**config.mk**
```make
export PLATFORM = sky130hd
export DESIGN_NAME = running_median_filter_unit
export DESIGN_NICKNAME = d
export VERILOG_FILES = /design/src/sv/rmf_pkg.sv /design/src/sv/rmf_ram.sv /design/src/sv/rmf_cmp.sv /design/src/sv/rmf_ctrl.sv /design/src/sv/running_median_filter_unit.sv
export SDC_FILE = /design/constraint.sdc
export NUM_CORES = 1
export LEC_CHECK = 0
export BUFFER_PORTS_ARGS = -buffer_cell sky130_fd_sc_hd__buf_4
export CAP_MARGIN = 20
export CORE_MARGIN = 4
export CORE_UTILIZATION = 29
export DETAILED_ROUTE_END_ITERATION = 10
export SLEW_MARGIN = 20
export SYNTH_ARGS = -nofsm -noshare
export SYNTH_HDL_FRONTEND = slang
export SYNTH_SLANG_ARGS = --single-unit
export TNS_END_PERCENT = 1
```
**constraint.sdc**
```tcl
create_clock -name clock -period 4.6 [get_ports clock]
set_input_delay 0.46 -clock clock [delete_from_list [all_inputs] [get_ports clock]]
set_output_delay 0.46 -clock clock [all_outputs]
set_load 0.05 [all_outputs]
```
**src/sv/rmf_pkg.sv**
```systemverilog
// ----------------------------------------------------------------------------
// rmf_pkg: shared constants and types of the running median filter
// window size, sample width, sequencer states and inter-module structs
// ----------------------------------------------------------------------------
`default_nettype none

package rmf_pkg;

   // window length and sample width
   localparam int WINDOW = 3;
   localparam int SMP_W  = 16;

   // sorted store address and fill count widths
   localparam int IDX_W = (WINDOW > 1) ? $clog2(WINDOW) : 1;
   localparam int CNT_W = $clog2(WINDOW + 1);

   // zero marks an empty list slot, so samples are never below one
   localparam logic [SMP_W-1:0] STOPPER = '0;
   localparam logic [SMP_W-1:0] MIN_SMP = STOPPER + 1'b1;

   localparam logic [CNT_W-1:0] FULL_CNT = CNT_W'(WINDOW);
   localparam logic [IDX_W-1:0] LAST_IDX = IDX_W'(WINDOW - 1);

   typedef enum logic [2:0] {
      ST_IDLE,
      ST_DROP_RD,
      ST_DROP_CMP,
      ST_INS_CHK,
      ST_INS_CMP,
      ST_MED_RD,
      ST_MED_HOLD
   } state_type;

   // sorted store access from the sequencer
   typedef struct packed {
      logic             wr_en;
      logic [IDX_W-1:0] wr_addr;
      logic [SMP_W-1:0] wr_data;
      logic             rd_en;
      logic [IDX_W-1:0] rd_addr;
   } ram_req_type;

   // shared comparator result
   typedef struct packed {
      logic eq;
      logic gt;
   } cmp_res_type;

   // sequencer status toward the top level
   typedef struct packed {
      logic             idle;
      logic             res_valid;
      logic [CNT_W-1:0] fill;
   } stat_type;

endpackage

`default_nettype wire

```
**src/sv/rmf_ram.sv**
```systemverilog
// ----------------------------------------------------------------------------
// rmf_ram: generic single-port-write, single-port-read ram
// one write and one registered read per cycle; read data holds when idle
// ----------------------------------------------------------------------------
`default_nettype none

module rmf_ram #(
   parameter  int DATA_W = 16,
   parameter  int DEPTH  = 4,
   localparam int ADDR_W = (DEPTH > 1) ? $clog2(DEPTH) : 1
) (
   input  wire logic              clock,
   input  wire logic              wr_en,
   input  wire logic [ADDR_W-1:0] wr_addr,
   input  wire logic [DATA_W-1:0] wr_data,
   input  wire logic              rd_en,
   input  wire logic [ADDR_W-1:0] rd_addr,
   output logic      [DATA_W-1:0] rd_data
);

   logic [DATA_W-1:0] mem_ff [DEPTH];
   logic [DATA_W-1:0] rd_data_ff;

   always_ff @(posedge clock) begin
      if (wr_en) begin
         mem_ff[wr_addr] <= wr_data;
      end
      if (rd_en) begin
         rd_data_ff <= mem_ff[rd_addr];
      end
   end

   assign rd_data = rd_data_ff;

endmodule

`default_nettype wire

```
**src/sv/rmf_cmp.sv**
```systemverilog
// ----------------------------------------------------------------------------
// rmf_cmp: shared magnitude comparator
// one unsigned compare of a stored entry against the search key
// ----------------------------------------------------------------------------
`default_nettype none

module rmf_cmp (
   input  wire logic [rmf_pkg::SMP_W-1:0] entry,
   input  wire logic [rmf_pkg::SMP_W-1:0] key,
   output rmf_pkg::cmp_res_type           res
);

   always_comb begin
      res.eq = (entry == key);
      res.gt = (entry > key);
   end

endmodule

`default_nettype wire

```
**src/sv/rmf_ctrl.sv**
```systemverilog
// ----------------------------------------------------------------------------
// rmf_ctrl: sequencer of the running median filter
// keeps the arrival ring, drops the oldest entry and inserts the new one in
// the sorted store one step at a time, then reads out the middle entry
// ----------------------------------------------------------------------------
`default_nettype none

module rmf_ctrl (
   input  wire logic                      clock,
   input  wire logic                      reset,
   input  wire logic                      start,
   input  wire logic [rmf_pkg::SMP_W-1:0] sample,
   input  wire logic                      res_take,
   input  wire rmf_pkg::cmp_res_type      cmp_res,
   input  wire logic [rmf_pkg::SMP_W-1:0] ram_rd_data,
   output rmf_pkg::ram_req_type           ram_req,
   output logic      [rmf_pkg::SMP_W-1:0] cmp_key,
   output rmf_pkg::stat_type              stat
);

   rmf_pkg::state_type            state_ff, state_in;
   logic [rmf_pkg::IDX_W-1:0]     idx_ff, idx_in;
   logic [rmf_pkg::CNT_W-1:0]     count_ff, count_in;
   logic [rmf_pkg::IDX_W-1:0]     pos_ff, pos_in;
   logic                          found_ff, found_in;
   logic [rmf_pkg::SMP_W-1:0]     key_ff, key_in;
   logic [rmf_pkg::SMP_W-1:0]     old_ff, old_in;
   logic [rmf_pkg::SMP_W-1:0]     ring_ff [rmf_pkg::WINDOW];
   logic [rmf_pkg::SMP_W-1:0]     ring_in [rmf_pkg::WINDOW];

   logic [rmf_pkg::IDX_W-1:0]     idx_dec;
   logic [rmf_pkg::CNT_W-1:0]     km1;
   logic [rmf_pkg::CNT_W-1:0]     med_pos;

   assign idx_dec = idx_ff - 1'b1;
   // ceil(k/2)-th largest sits at k-1-(k-1)/2 in ascending order
   assign km1     = count_ff - 1'b1;
   assign med_pos = km1 - (km1 >> 1);

   always_comb begin
      state_in = state_ff;
      idx_in   = idx_ff;
      count_in = count_ff;
      pos_in   = pos_ff;
      found_in = found_ff;
      key_in   = key_ff;
      old_in   = old_ff;
      ring_in  = ring_ff;

      ram_req  = '0;
      cmp_key  = key_ff;

      stat.idle      = 1'b0;
      stat.res_valid = 1'b0;
      stat.fill      = count_ff;

      case (state_ff)
         rmf_pkg::ST_IDLE: begin
            stat.idle = 1'b1;
            if (start) begin
               key_in          = sample;
               old_in          = ring_ff[pos_ff];
               ring_in[pos_ff] = sample;
               pos_in   = (pos_ff == rmf_pkg::LAST_IDX) ? '0 : pos_ff + 1'b1;
               found_in = 1'b0;
               if (count_ff == rmf_pkg::FULL_CNT) begin
                  idx_in   = '0;
                  state_in = rmf_pkg::ST_DROP_RD;
               end else begin
                  idx_in   = count_ff[rmf_pkg::IDX_W-1:0];
                  state_in = rmf_pkg::ST_INS_CHK;
               end
            end
         end

         rmf_pkg::ST_DROP_RD: begin
            ram_req.rd_en   = 1'b1;
            ram_req.rd_addr = idx_ff;
            state_in        = rmf_pkg::ST_DROP_CMP;
         end

         rmf_pkg::ST_DROP_CMP: begin
            cmp_key = old_ff;
            // after the oldest value is found, each later entry moves down one
            if (found_ff) begin
               ram_req.wr_en   = 1'b1;
               ram_req.wr_addr = idx_dec;
               ram_req.wr_data = ram_rd_data;
            end else if (cmp_res.eq) begin
               found_in = 1'b1;
            end
            if (idx_ff == rmf_pkg::LAST_IDX) begin
               count_in = rmf_pkg::FULL_CNT - 1'b1;
               idx_in   = rmf_pkg::LAST_IDX;
               state_in = rmf_pkg::ST_INS_CHK;
            end else begin
               idx_in   = idx_ff + 1'b1;
               state_in = rmf_pkg::ST_DROP_RD;
            end
         end

         rmf_pkg::ST_INS_CHK: begin
            if (idx_ff == '0) begin
               ram_req.wr_en   = 1'b1;
               ram_req.wr_addr = idx_ff;
               ram_req.wr_data = key_ff;
               count_in        = count_ff + 1'b1;
               state_in        = rmf_pkg::ST_MED_RD;
            end else begin
               ram_req.rd_en   = 1'b1;
               ram_req.rd_addr = idx_dec;
               state_in        = rmf_pkg::ST_INS_CMP;
            end
         end

         rmf_pkg::ST_INS_CMP: begin
            ram_req.wr_en   = 1'b1;
            ram_req.wr_addr = idx_ff;
            if (cmp_res.gt) begin
               // larger entry moves up one slot
               ram_req.wr_data = ram_rd_data;
               idx_in          = idx_dec;
               state_in        = rmf_pkg::ST_INS_CHK;
            end else begin
               ram_req.wr_data = key_ff;
               count_in        = count_ff + 1'b1;
               state_in        = rmf_pkg::ST_MED_RD;
            end
         end

         rmf_pkg::ST_MED_RD: begin
            ram_req.rd_en   = 1'b1;
            ram_req.rd_addr = med_pos[rmf_pkg::IDX_W-1:0];
            state_in        = rmf_pkg::ST_MED_HOLD;
         end

         rmf_pkg::ST_MED_HOLD: begin
            stat.res_valid = 1'b1;
            if (res_take) begin
               state_in = rmf_pkg::ST_IDLE;
            end
         end

         default: begin
            state_in = rmf_pkg::ST_IDLE;
         end
      endcase
   end

   always_ff @(posedge clock) begin
      if (reset) begin
         state_ff <= rmf_pkg::ST_IDLE;
         idx_ff   <= '0;
         count_ff <= '0;
         pos_ff   <= '0;
         found_ff <= 1'b0;
      end else begin
         state_ff <= state_in;
         idx_ff   <= idx_in;
         count_ff <= count_in;
         pos_ff   <= pos_in;
         found_ff <= found_in;
      end
   end

   always_ff @(posedge clock) begin
      key_ff  <= key_in;
      old_ff  <= old_in;
      ring_ff <= ring_in;
   end

endmodule

`default_nettype wire

```
**src/sv/running_median_filter_unit.sv**
```systemverilog
// ----------------------------------------------------------------------------
// running_median_filter_unit: sliding-window running median
// one median item out for every sample item in, over the last WINDOW samples
// ----------------------------------------------------------------------------
// steps: a full window first runs a drop search that shifts later entries down; the
//   insert walk moves larger entries up, writes the sample, then reads the middle entry
// one sample at a time: input waits until idle; a held output item stalls the sequencer
// reset: synchronous, active high; clears fill count, ring position, sequencer and
//   output valid, so the window starts empty; sorted store is never cleared
// ----------------------------------------------------------------------------
`default_nettype none

module running_median_filter_unit (
   input  wire logic        clock,
   input  wire logic        reset,
   // input items
   input  wire logic        req_tvalid,
   output logic             req_tready,
   input  wire logic [15:0] req_tdata,   // [15:0] sample
   // result items
   output logic             rsp_tvalid,
   input  wire logic        rsp_tready,
   output logic      [15:0] rsp_tdata    // [15:0] median
);

   rmf_pkg::ram_req_type        ram_req;
   rmf_pkg::cmp_res_type        cmp_res;
   rmf_pkg::stat_type           stat;
   logic [rmf_pkg::SMP_W-1:0]   ram_rd_data;
   logic [rmf_pkg::SMP_W-1:0]   cmp_key;
   logic [rmf_pkg::SMP_W-1:0]   sample;
   logic                        start;
   logic                        res_take;

   logic                        rsp_valid_ff, rsp_valid_in;
   logic [rmf_pkg::SMP_W-1:0]   rsp_data_ff, rsp_data_in;

   // input side: take an item only while the sequencer waits for one
   assign req_tready = stat.idle;
   assign start      = req_tvalid & req_tready;

   // zero is the list stopper, so it enters as one
   assign sample = (req_tdata == rmf_pkg::STOPPER) ? rmf_pkg::MIN_SMP : req_tdata;

   // sorted store, in ascending order in its low entries
   rmf_ram #(
      .DATA_W (rmf_pkg::SMP_W),
      .DEPTH  (rmf_pkg::WINDOW)
   ) u_sorted (
      .clock   (clock),
      .wr_en   (ram_req.wr_en),
      .wr_addr (ram_req.wr_addr),
      .wr_data (ram_req.wr_data),
      .rd_en   (ram_req.rd_en),
      .rd_addr (ram_req.rd_addr),
      .rd_data (ram_rd_data)
   );

   // one comparator shared by the drop search and the insert walk
   rmf_cmp u_cmp (
      .entry (ram_rd_data),
      .key   (cmp_key),
      .res   (cmp_res)
   );

   rmf_ctrl u_ctrl (
      .clock       (clock),
      .reset       (reset),
      .start       (start),
      .sample      (sample),
      .res_take    (res_take),
      .cmp_res     (cmp_res),
      .ram_rd_data (ram_rd_data),
      .ram_req     (ram_req),
      .cmp_key     (cmp_key),
      .stat        (stat)
   );

   // output register: median moves here when the slot is free or emptying,
   // so the sequencer is back to idle while the item waits downstream
   always_comb begin
      res_take     = stat.res_valid & (~rsp_valid_ff | rsp_tready);
      rsp_valid_in = res_take | (rsp_valid_ff & ~rsp_tready);
      rsp_data_in  = res_take ? ram_rd_data : rsp_data_ff;
   end

   always_ff @(posedge clock) begin
      if (reset) begin
         rsp_valid_ff <= 1'b0;
      end else begin
         rsp_valid_ff <= rsp_valid_in;
      end
   end

   always_ff @(posedge clock) begin
      rsp_data_ff <= rsp_data_in;
   end

   assign rsp_tvalid = rsp_valid_ff;
   assign rsp_tdata  = rsp_data_ff;

`ifndef SYNTHESIS
   // a median is never the stopper value
   a_no_zero_median: assert property (@(posedge clock) disable iff (reset)
      rsp_tvalid |-> (rsp_tdata != rmf_pkg::STOPPER))
      else $error("median item carries the stopper value");

   // an accepted item keeps the sequencer busy on the next cycle
   a_busy_after_start: assert property (@(posedge clock) disable iff (reset)
      (req_tvalid && req_tready) |=> !req_tready)
      else $error("input taken again right after an item");

   // fill count stays within the window
   a_fill_bound: assert property (@(posedge clock) disable iff (reset)
      stat.fill <= rmf_pkg::FULL_CNT)
      else $error("fill count beyond window");

   // a result handed over lands in the output register
   a_take_loads: assert property (@(posedge clock) disable iff (reset)
      res_take |=> rsp_tvalid)
      else $error("taken result not presented");
`endif

endmodule

`default_nettype wire
```
After elaboration in Yosys (flattened, before gate mapping) --
Memories as Yosys holds them, arrays and structs flattened. A register that Yosys moved wholly into a read port is not among the register bits. Cells that the tools add are included.
Cells by class: reductions and logical operators 12, $lt $le $gt $ge 3, bitwise operators 8, equal/unequal tests 16, add/sub/neg operators 6, mux-type cells 39
Operator list (count):
- 16-bit two-way mux | 6
- 19-bit case mux with 3 select lines | 1
- 48-bit bitwise mux | 1
- 19-bit two-way mux | 2
- 16-bit binary-select mux with 2-bit select | 1
- 16-bit demux with 2-bit select | 1
- 3-bit case mux with 7 select lines | 1
- 2-bit two-way mux | 10
- 16-bit == test | 1
- 16-bit greater-than comparator | 1
- 16-bit zero test | 1
- 3-bit two-way mux | 4
- 2-bit case mux with 3 select lines | 2
- 3-bit == test (second input constant) | 3
- 3-bit case mux with 3 select lines | 1
- 1-bit two-way mux | 8
- 2-bit != test (second input constant) | 4
- 2-bit by 1-bit adder with 2-bit output (second input constant) | 3
- 2-bit == test (second input constant) | 3
- 3-bit by 2-bit == test with 1-bit output (second input constant) | 2
- 2-bit AND reduction | 3
- 3-bit nonzero test | 2
- 2-bit by 1-bit != test with 1-bit output (second input constant) | 2
- 4-bit AND reduction | 1
- other kinds (15) | 20
Storage, ports and cells: output and inout bits 18, flip-flop bits (word level) 107, logic and storage cells 97, memories 1, bits in writable memories 48
Memories:
- u_sorted.mem_ff | depth 3, width 16, rd ports 1, clocked after Yosys merged registers in 1, wr ports 1, RTL line rmf_ram.sv:21 | logic [DATA_W-1:0] mem_ff [DEPTH];

Depth between registers and ports, before layout --
Gate-level depths: netlist of run 1.
depth in word-level cells 7, mapped depth 14, gate-level depth less buffers 10

Modules after synthesis --
From an unflattened synthesis of run 1, not the netlist that was laid out.
Unflattened totals: cells, all modules 506, area, all modules 7348.3 um2
By module, submodules not included:
- rmf_ctrl | instances 1, area an instance 4031.4 um2, cells each 289, seq. area each 2602.5 um2
- rmf_ram | instances 1, area an instance 2292.2 um2, cells each 120, seq. area each 1921.8 um2
- running_median_filter_unit | instances 1, area an instance 618.1 um2, cells each 42, seq. area each 500.5 um2
- rmf_cmp | instances 1, area an instance 406.6 um2, cells each 55, seq. area each 0.0 um2

Worst setup path before layout of run 1 --
No wires, ideal clock.
kind reg-to-reg, start point reg u_ctrl.state_ff[2], end point reg u_ctrl.ring_ff[16] in the netlist's numbering (enable), data required time 4185 ps, path slack 638 ps, library setup time 415 ps, path buffers 2, data arrival time 3546 ps, stages on the path, launching flop included 6, cells stage by stage dfxtp_1 > clkbuf_2 > clkbuf_1 > nor3_1 > nand2_1 > nor3b_1
Between the ends: word-level cells in the longest chain between the ends 4
Ends and longest elaborated chain:
- from (decl) | RTL line rmf_ctrl.sv:21 | rmf_pkg::state_type state_ff, state_in;
- from (signal assigned) | RTL line rmf_ctrl.sv:152 | state_ff <= rmf_pkg::ST_IDLE;
- from (signal assigned) | RTL line rmf_ctrl.sv:158 | state_ff <= state_in;
- 3-bit zero test | RTL line rmf_ctrl.sv:57 | case (state_ff)
- 1-bit two-way mux | RTL line rmf_ctrl.sv:57
- named net req_tready | RTL line running_median_filter_unit.sv:18 | output logic req_tready,
- 1-bit AND | RTL line running_median_filter_unit.sv:40 | assign start = req_tvalid & req_tready;
- 2-bit AND reduction (no source line)
- to (signal assigned) | RTL line rmf_ctrl.sv:169 | ring_ff <= ring_in;
- to (decl) | RTL line rmf_ctrl.sv:28 | logic [rmf_pkg::SMP_W-1:0] ring_ff [rmf_pkg::WINDOW];
The timed path passes the listed nets, and every way through them passes these cells. A chain may end at the register's enable or synchronous reset.

==> summary.md, run 1 <==
| Metric | Value |
|---|---|
| DRT Pass-1 Iters | `4` |
| Nets | `563` |
| Cell Area, Placed | `0.00784 mm²` |
| Final setup fails | `0` |
| RR Startpoint | `u_ctrl.state_ff[1]` |
| Clock root buffer | `clkbuf_16` |
| Post-CTS sizing | `0` |
| Number of global-route vias before repair | `3966` |
| Final Hold Fails | `0` |
| Initial Util | `0.296` |
| Fin Clk Skew | `0.0132 ns` |
| Hold buffers post-CTS | `0` |
| Worst hold stages | `1` |
| Int Pwr | `2.82 mW` |
| Die width | `166 µm` |
| TritonCTS clock tree | `yes` |
| Final Cycle Share | `0.897` |
| Fraction of synthesized area in multiplexers | `0.0754` |
| DRT iter0 DRCs | `199` |
| PD cells | `451 mW/mm²` |
| Critical path arrival | `4.41 ns` |
| Register area | `0.00502 mm²` |
| Detailed placement HPWL | `9.54 mm` |
| Leakage | `2.96 nW` |
| Finished Layout Cells | `855` |
| Most common cell after layout, fill and taps aside | `edfxtp_1` |
| DP Cell Count | `823` |
| Area of the multi-input gates | `0.00203 mm²` |
| Congestion Overflow GR | `0` |
| Status | `finished clean` |
| Cells after Synth | `489` |
| H-tree depth | `4` |
| Clock-pin slew on the worst setup and hold paths | `0.07 ns` |
| Flop2flop setup slack | `0.47 ns` |
| Slowest-stage cell, CP | `dfxtp_1` |
| Number of enable flip-flop cells after synthesis | `160` |
| Via count | `3941` |
| DRC Markers | `0` |
| CP Cell Sequence | `nor2b_1, nor2b_2, mux2i_1, ha_1, a21oi_1, o21ai_0, nor4_1, a31oi_4, o21ai_4, a22o_2` |
| Req. time, crit path | `4.88 ns` |
| Hold Startpoint | `req_tdata[8]` |
| Post-Synth XOR/XNOR Area | `0.00121` |
| Largest family of logic cells by synthesized area | `compound AO/OA/AOI/OAI gates` |
| Vias/cell | `4.61` |
| Initial antenna violation count | `0` |
| Worst Hold End | `u_ctrl.ring_ff[8]` |
| Worst rel slew slack | `0.307` |
| Clk sink count | `171` |
| Sequential area share after synthesis | `0.696` |
| Min Tclk post-route | `4.13 ns` |
| Post-synthesis average cell area | `14.8 µm²` |
| CP Class | `reg -> reg` |
| Largest net degree at the start of global routing | `34` |
| Maximum clock rate | `242 MHz` |
| Yosys Warn Count | `0` |
| Total Routing Usage GR | `0.0981` |
| IO Count | `38` |
| Final Cell Area | `0.00844 mm²` |
| Comb power frac | `0.125` |
| Antenna cells | `0` |
| Worst skew pair latency | `0.43 ns` |
| Synth Area in Simple Gates | `0.0664` |
| FF-to-FF End | `u_sorted.mem_ff[1][11]` |
| Share of cells above drive strength 1 | `0.213` |
| Max-Cap Viols | `0` |
| Setup Fix Bufs, Post-CTS | `0` |
| Final WL | `13.3 mm` |
| Routed WL per cell | `15.5 µm` |
| Port Buffers | `37` |
| Post-Syn Nets | `534` |
| Core Region | `0.0244 mm²` |
| Synth cell types | `51` |
| Most frequent cells in the layout | `edfxtp_1 (160), mux2i_1 (51), buf_4 (47)` |
| Net load switching power | `996 µW` |
| CTS Buf Count | `17` |
| Gpl congestion | `0.901` |
| Die area | `0.0275 mm²` |
| Worst setup EP type | `flop` |
| Clock Path Buffers | `2` |
| Synth Area in Compound Gates | `0.0903` |
| First-pass GRT wire length | `21.4 mm` |
| Final TNS setup | `0 ns` |
| Worst Hold Class | `in -> reg` |
| Reg2Reg Depth | `10` |
| Max IR drop VDD | `0.258 mV` |
| Fin. max-slew vios | `0` |
| Crit start category | `flop` |
| Filler instances | `2322` |
| Synth Area in Adders | `0.0433` |
| Die Height | `166 µm` |
| Clk pwr share | `0.369` |
| Antenna-violating nets left | `0` |
| Seq pwr share | `0.505` |
| Mapped Area | `0.00722 mm²` |
| Async set or reset register ratio after synthesis | `0` |
| Crit Path Max Fanout | `18` |
| Flops & latches, synth | `171` |
| # rows | `57` |
| RSZ-0062 raised after global routing | `no` |
| Main flop type after synthesis | `edfxtp_1` |
| Maximum single-stage delay on the critical path | `0.62 ns` |
| Switching share of total power | `0.261` |
| Least-Margin Pin Slew | `1.04 ns` |
| Layout area overhead | `16.9%` |
==> logic make-up after synthesis <==
logic type	count (synthesis)
AOI/OAI and AO/OA	93
xor gates and xnor gates	1
adders and majority gates	25
buffers and inverters	45
DFF	171
muxes	54
and+or+nand+nor	100
==> state kept, by name, indices dropped and copies added, names as in the netlist <==
| name | count |
|---|---|
| u_ctrl.ring_ff | 48 |
| u_sorted.mem_ff | 48 |
| rsp_tdata | 16 |
| u_ctrl.key_ff | 16 |
| u_ctrl.old_ff | 16 |
| u_sorted.rd_data | 16 |
| u_ctrl.state_ff | 3 |
| u_ctrl.count_ff | 2 |
| u_ctrl.idx_ff | 2 |
| u_ctrl.pos_ff | 2 |
| rsp_tvalid | 1 |
| u_ctrl.found_ff | 1 |
==> critical path, delay by kind of cell (launching register included) <==
| kind | cells | cell delay (ns) |
|---|---|---|
| multiplexers | 1 | 0.25 |
| AND/OR/NAND/NOR | 3 | 1.62 |
| adder cells (fa/ha/maj) | 1 | 0.28 |
| flip-flops | 1 | 0.62 |
| AO/OA/AOI/OAI | 5 | 1.20 |
==> power groups by stage <==
stage | Clock (mW) | Sequential [mW] | Combinational [mW]
after floorplan | 0 | 1.92 | 0.367
after CTS | 1.44 | 1.93 | 0.485
final | 1.41 | 1.93 | 0.477
after global placement | 0 | 1.96 | 0.464
after global routing | 1.52 | 1.94 | 0.538
after detailed placement | 0 | 1.96 | 0.482
==> worst max-delay path by stage <==
stage                                   from  slack (ns)  cells past startpoint                     end
after floorplan           u_ctrl.state_ff[2]        0.64                      5      u_ctrl.ring_ff[16]
after global placement    u_ctrl.state_ff[1]        0.67                     11  u_sorted.mem_ff[0][11]
after detailed placement  u_ctrl.state_ff[1]        0.48                     10  u_sorted.mem_ff[0][11]
after CTS                 u_ctrl.state_ff[1]        0.46                     10  u_sorted.mem_ff[1][11]
after global routing      u_ctrl.state_ff[1]        0.19                     10  u_sorted.mem_ff[1][11]
final                     u_ctrl.state_ff[1]        0.47                     10  u_sorted.mem_ff[1][11]
==> routing by layer <==
layer,part of all wire,GRT usage,wire [µm],vias up
met5,0,0,0,-
met1,0.47,0.126,6190,1934
li1,-,-,-,1911
met3,0.029,0.0229,382,21
met4,0.024,0.0456,324,0
met2,0.48,0.158,6390,75
==> cells in the mapped netlist, types with 2 or more instances <==
master	count	area share
a211oi_1	2	0.0021
a21oi_1	31	0.021
a22o_2	16	0.022
a31oi_1	2	0.0017
a41o_1	2	0.0028
and2_1	2	0.0017
buf_1	2	0.0010
buf_2	4	0.0028
buf_6	2	0.0031
clkbuf_1	27	0.014
dfxtp_1	11	0.030
edfxtp_1	160	0.67
ha_1	25	0.043
inv_1	8	0.0042
mux2_1	2	0.0031
mux2i_1	51	0.071
nand2_1	28	0.015
nand2b_1	4	0.0035
nor2_1	35	0.018
nor2b_1	6	0.0052
nor3_1	9	0.0062
nor3b_1	3	0.0031
nor4_1	5	0.0043
o21ai_0	24	0.017
o31a_1	2	0.0024
==> final cells by class <==
class,count,area share
Clock inverter,14,0.0203
Multi-Input combinational cell,273,0.240
Clock buffer,18,0.0508
Inverter,8,0.00356
Sequential cell,171,0.595
Tap cell,324,0.0480
Timing Repair Buffer,47,0.0418
==> through the flow <==
| step | utilization | total power, mW | worst slack [ns] | hold slack [ns] |
|---|---|---|---|---|
| final | 0.346 | 3.81 | 0.475 | 0.250 |
| after global routing | 0.346 | 3.99 | 0.188 | 0.235 |
| after CTS | 0.346 | 3.85 | 0.458 | 0.232 |
| after detailed placement | 0.321 | 2.44 | 0.479 | 0.511 |
| after global placement | 0.321 | 2.42 | 0.666 | 0.501 |
| after floorplan | - | 2.29 | 0.638 | 0.451 |
Note: power is estimated with default switching activity, not from simulation.
==> inputs of run 2 (changes only) <==
- ABC_CLOCK_PERIOD_IN_PS: not set -> 4600
- CORE_ASPECT_RATIO: not set -> 1.25
- MAX_ROUTING_LAYER: not set -> met4
==> run 2 against run 1 <==
  * Worst setup slack gained 0.34 ns
  * Global-route usage grew 0.64 points
  * First-iteration DRC count grew 29%
  * Critical endpoint is now u_sorted.mem_ff[2][13]
  * Largest power group unchanged
  * Sequential power is essentially flat
  * Utilization is essentially flat
==> summary.md, run 2 (synthesized netlist as in run 1, its figures left out) <==
| Metric | Value |
|---|---|
| Share of cells above drive strength 1 | `0.219` |
| CTS Buf Count | `17` |
| IO Count | `38` |
| Initial Util | `0.295` |
| Total Routing Usage GR | `0.105` |
| Maximum clock rate | `264 MHz` |
| Leakage | `2.97 nW` |
| Vias/cell | `4.53` |
| Worst rel slew slack | `0.430` |
| Antenna cells | `0` |
| Least-Margin Pin Slew | `0.855 ns` |
| Req. time, crit path | `4.78 ns` |
| Clk sink count | `171` |
| Reg2Reg Depth | `11` |
| Flop2flop setup slack | `0.82 ns` |
| Register area | `0.00502 mm²` |
| Antenna-violating nets left | `0` |
| Port Buffers | `37` |
| Final setup fails | `0` |
| Clock Path Buffers | `2` |
| Via count | `3921` |
| Nets | `567` |
| Crit path from | `u_ctrl.state_ff[1]` |
| Min Tclk post-route | `3.78 ns` |
| Most common cell after layout, fill and taps aside | `edfxtp_1` |
| Max-Cap Viols | `0` |
| Max IR drop VDD | `0.290 mV` |
| Layout area overhead | `17.3%` |
| RSZ-0062 raised after global routing | `no` |
| DRC Markers | `0` |
| Final WL | `13.6 mm` |
| DP Cell Count | `832` |
| Fin worst setup slack | `0.818 ns` |
| Most frequent cells in the layout | `edfxtp_1 (160), mux2i_1 (51), buf_4 (50)` |
| Clock root buffer | `clkbuf_16` |
| Worst skew pair latency | `0.44 ns` |
| PD cells | `449 mW/mm²` |
| Total Power | `3.81 mW` |
| Worst Hold Class | `in -> reg` |
| CP Class | `reg -> reg` |
| Post-CTS sizing | `0` |
| Final Hold Fails | `0` |
| RR Startpoint | `u_ctrl.state_ff[1]` |
| Hold buffers post-CTS | `0` |
| Number of global-route vias before repair | `4021` |
| Clock-pin slew on the worst setup and hold paths | `0.07 ns` |
| H-tree depth | `4` |
| Final TNS setup | `0 ns` |
| Congestion Overflow GR | `0` |
| Die Height | `184 µm` |
| Detailed placement HPWL | `9.61 mm` |
| Top flop regs | `u_ctrl.ring_ff (48), u_sorted.mem_ff (48)` |
| # rows | `64` |
| DRT Pass-1 Iters | `4` |
| First-pass GRT wire length | `21.3 mm` |
| Critical path arrival | `3.96 ns` |
| Die area | `0.0275 mm²` |
| Min Hold Slack | `0.241 ns` |
| Setup Fix Bufs, Post-CTS | `0` |
| Area of the multi-input gates | `0.00203 mm²` |
| Crit Path Max Fanout | `16` |
| DRT iter0 DRCs | `257` |
| Crit start category | `flop` |
| DP Worst Slack | `0.802 ns` |
| Worst hold stages | `1` |
| Die width | `149 µm` |
| Core Region | `0.0245 mm²` |
| Fin. max-slew vios | `0` |
| Filler instances | `2345` |
| Largest net degree at the start of global routing | `34` |
| Fin Clk Skew | `0.0161 ns` |
| FF-to-FF End | `u_sorted.mem_ff[2][13]` |
| Gpl congestion | `0.919` |
| Routed WL per cell | `15.7 µm` |
| Initial antenna violation count | `0` |
| TritonCTS clock tree | `yes` |
| Status | `finished clean` |
| Worst setup EP type | `flop` |
| Final Cycle Share | `0.822` |
| Critical Path Sink | `u_sorted.mem_ff[2][13]` |
| Finished Layout Cells | `865` |
-- run 2: cell count changes in the layout (fill, tap and decap cells not counted), sizes merged --
| cell | delta |
|---|---|
| buf | +4 |
| clkinvlp | +3 |
| inv | -3 |
| clkbuf | -1 |
| clkinv | +1 |
-- run 2: through the flow --
stage                util  area, µm²
floorplan               -       7220
global placement    0.321       7860
detailed placement  0.321       7870
CTS                 0.345       8460
global route        0.346       8470
finish              0.346       8470
-- run 2: critical path, cell delays in order (launching register included) --
cell and delay, ns:
dfxtp_1 0.33, nor2b_1 0.40, nor2b_2 0.58, buf_4 0.31, mux2i_1 0.10, ha_1 0.32
a41o_1 0.16, a21oi_1 0.04, or4_4 0.50, a31oi_4 0.28, o21ai_4 0.18, a22o_2 0.32
-- run 2: metal layers --
metal,vias to the layer above,wire [µm],GRT usage
met5,-,0,-
met1,1900,5990,0.122
met2,92,6580,0.165
li1,1905,-,-
met3,24,538,0.0280
met4,0,463,0.0560
-- run 2: cell type report --
class                           count  share of cell area
Tap cell                          330              0.0487
Timing Repair Buffer               51              0.0461
Sequential cell                   171               0.593
Clock buffer                       17              0.0502
Multi-Input combinational cell    273               0.239
Inverter                            8             0.00354
Clock inverter                     15              0.0190
-- run 2: power breakdown --
group	total (mW)	leakage (nW)	internal, mW	switching [mW]
clock network	1.39	0.276	0.765	0.624
logic	0.510	1.14	0.192	0.319
registers	1.91	1.55	1.85	0.0555
total	3.81	2.97	2.81	0.998
-- run 2: worst min-delay path by stage --
stage,start,endpoint
after global routing,req_tdata[9],u_ctrl.ring_ff[41]
after detailed placement,u_ctrl.ring_ff[16],u_ctrl.old_ff[0]
after CTS,req_tdata[14],u_ctrl.ring_ff[46]
after floorplan,u_sorted.rd_data[0],rsp_tdata[0]
after global placement,u_ctrl.count_ff[1],u_ctrl.count_ff[1]
final,req_tdata[9],u_ctrl.ring_ff[41]
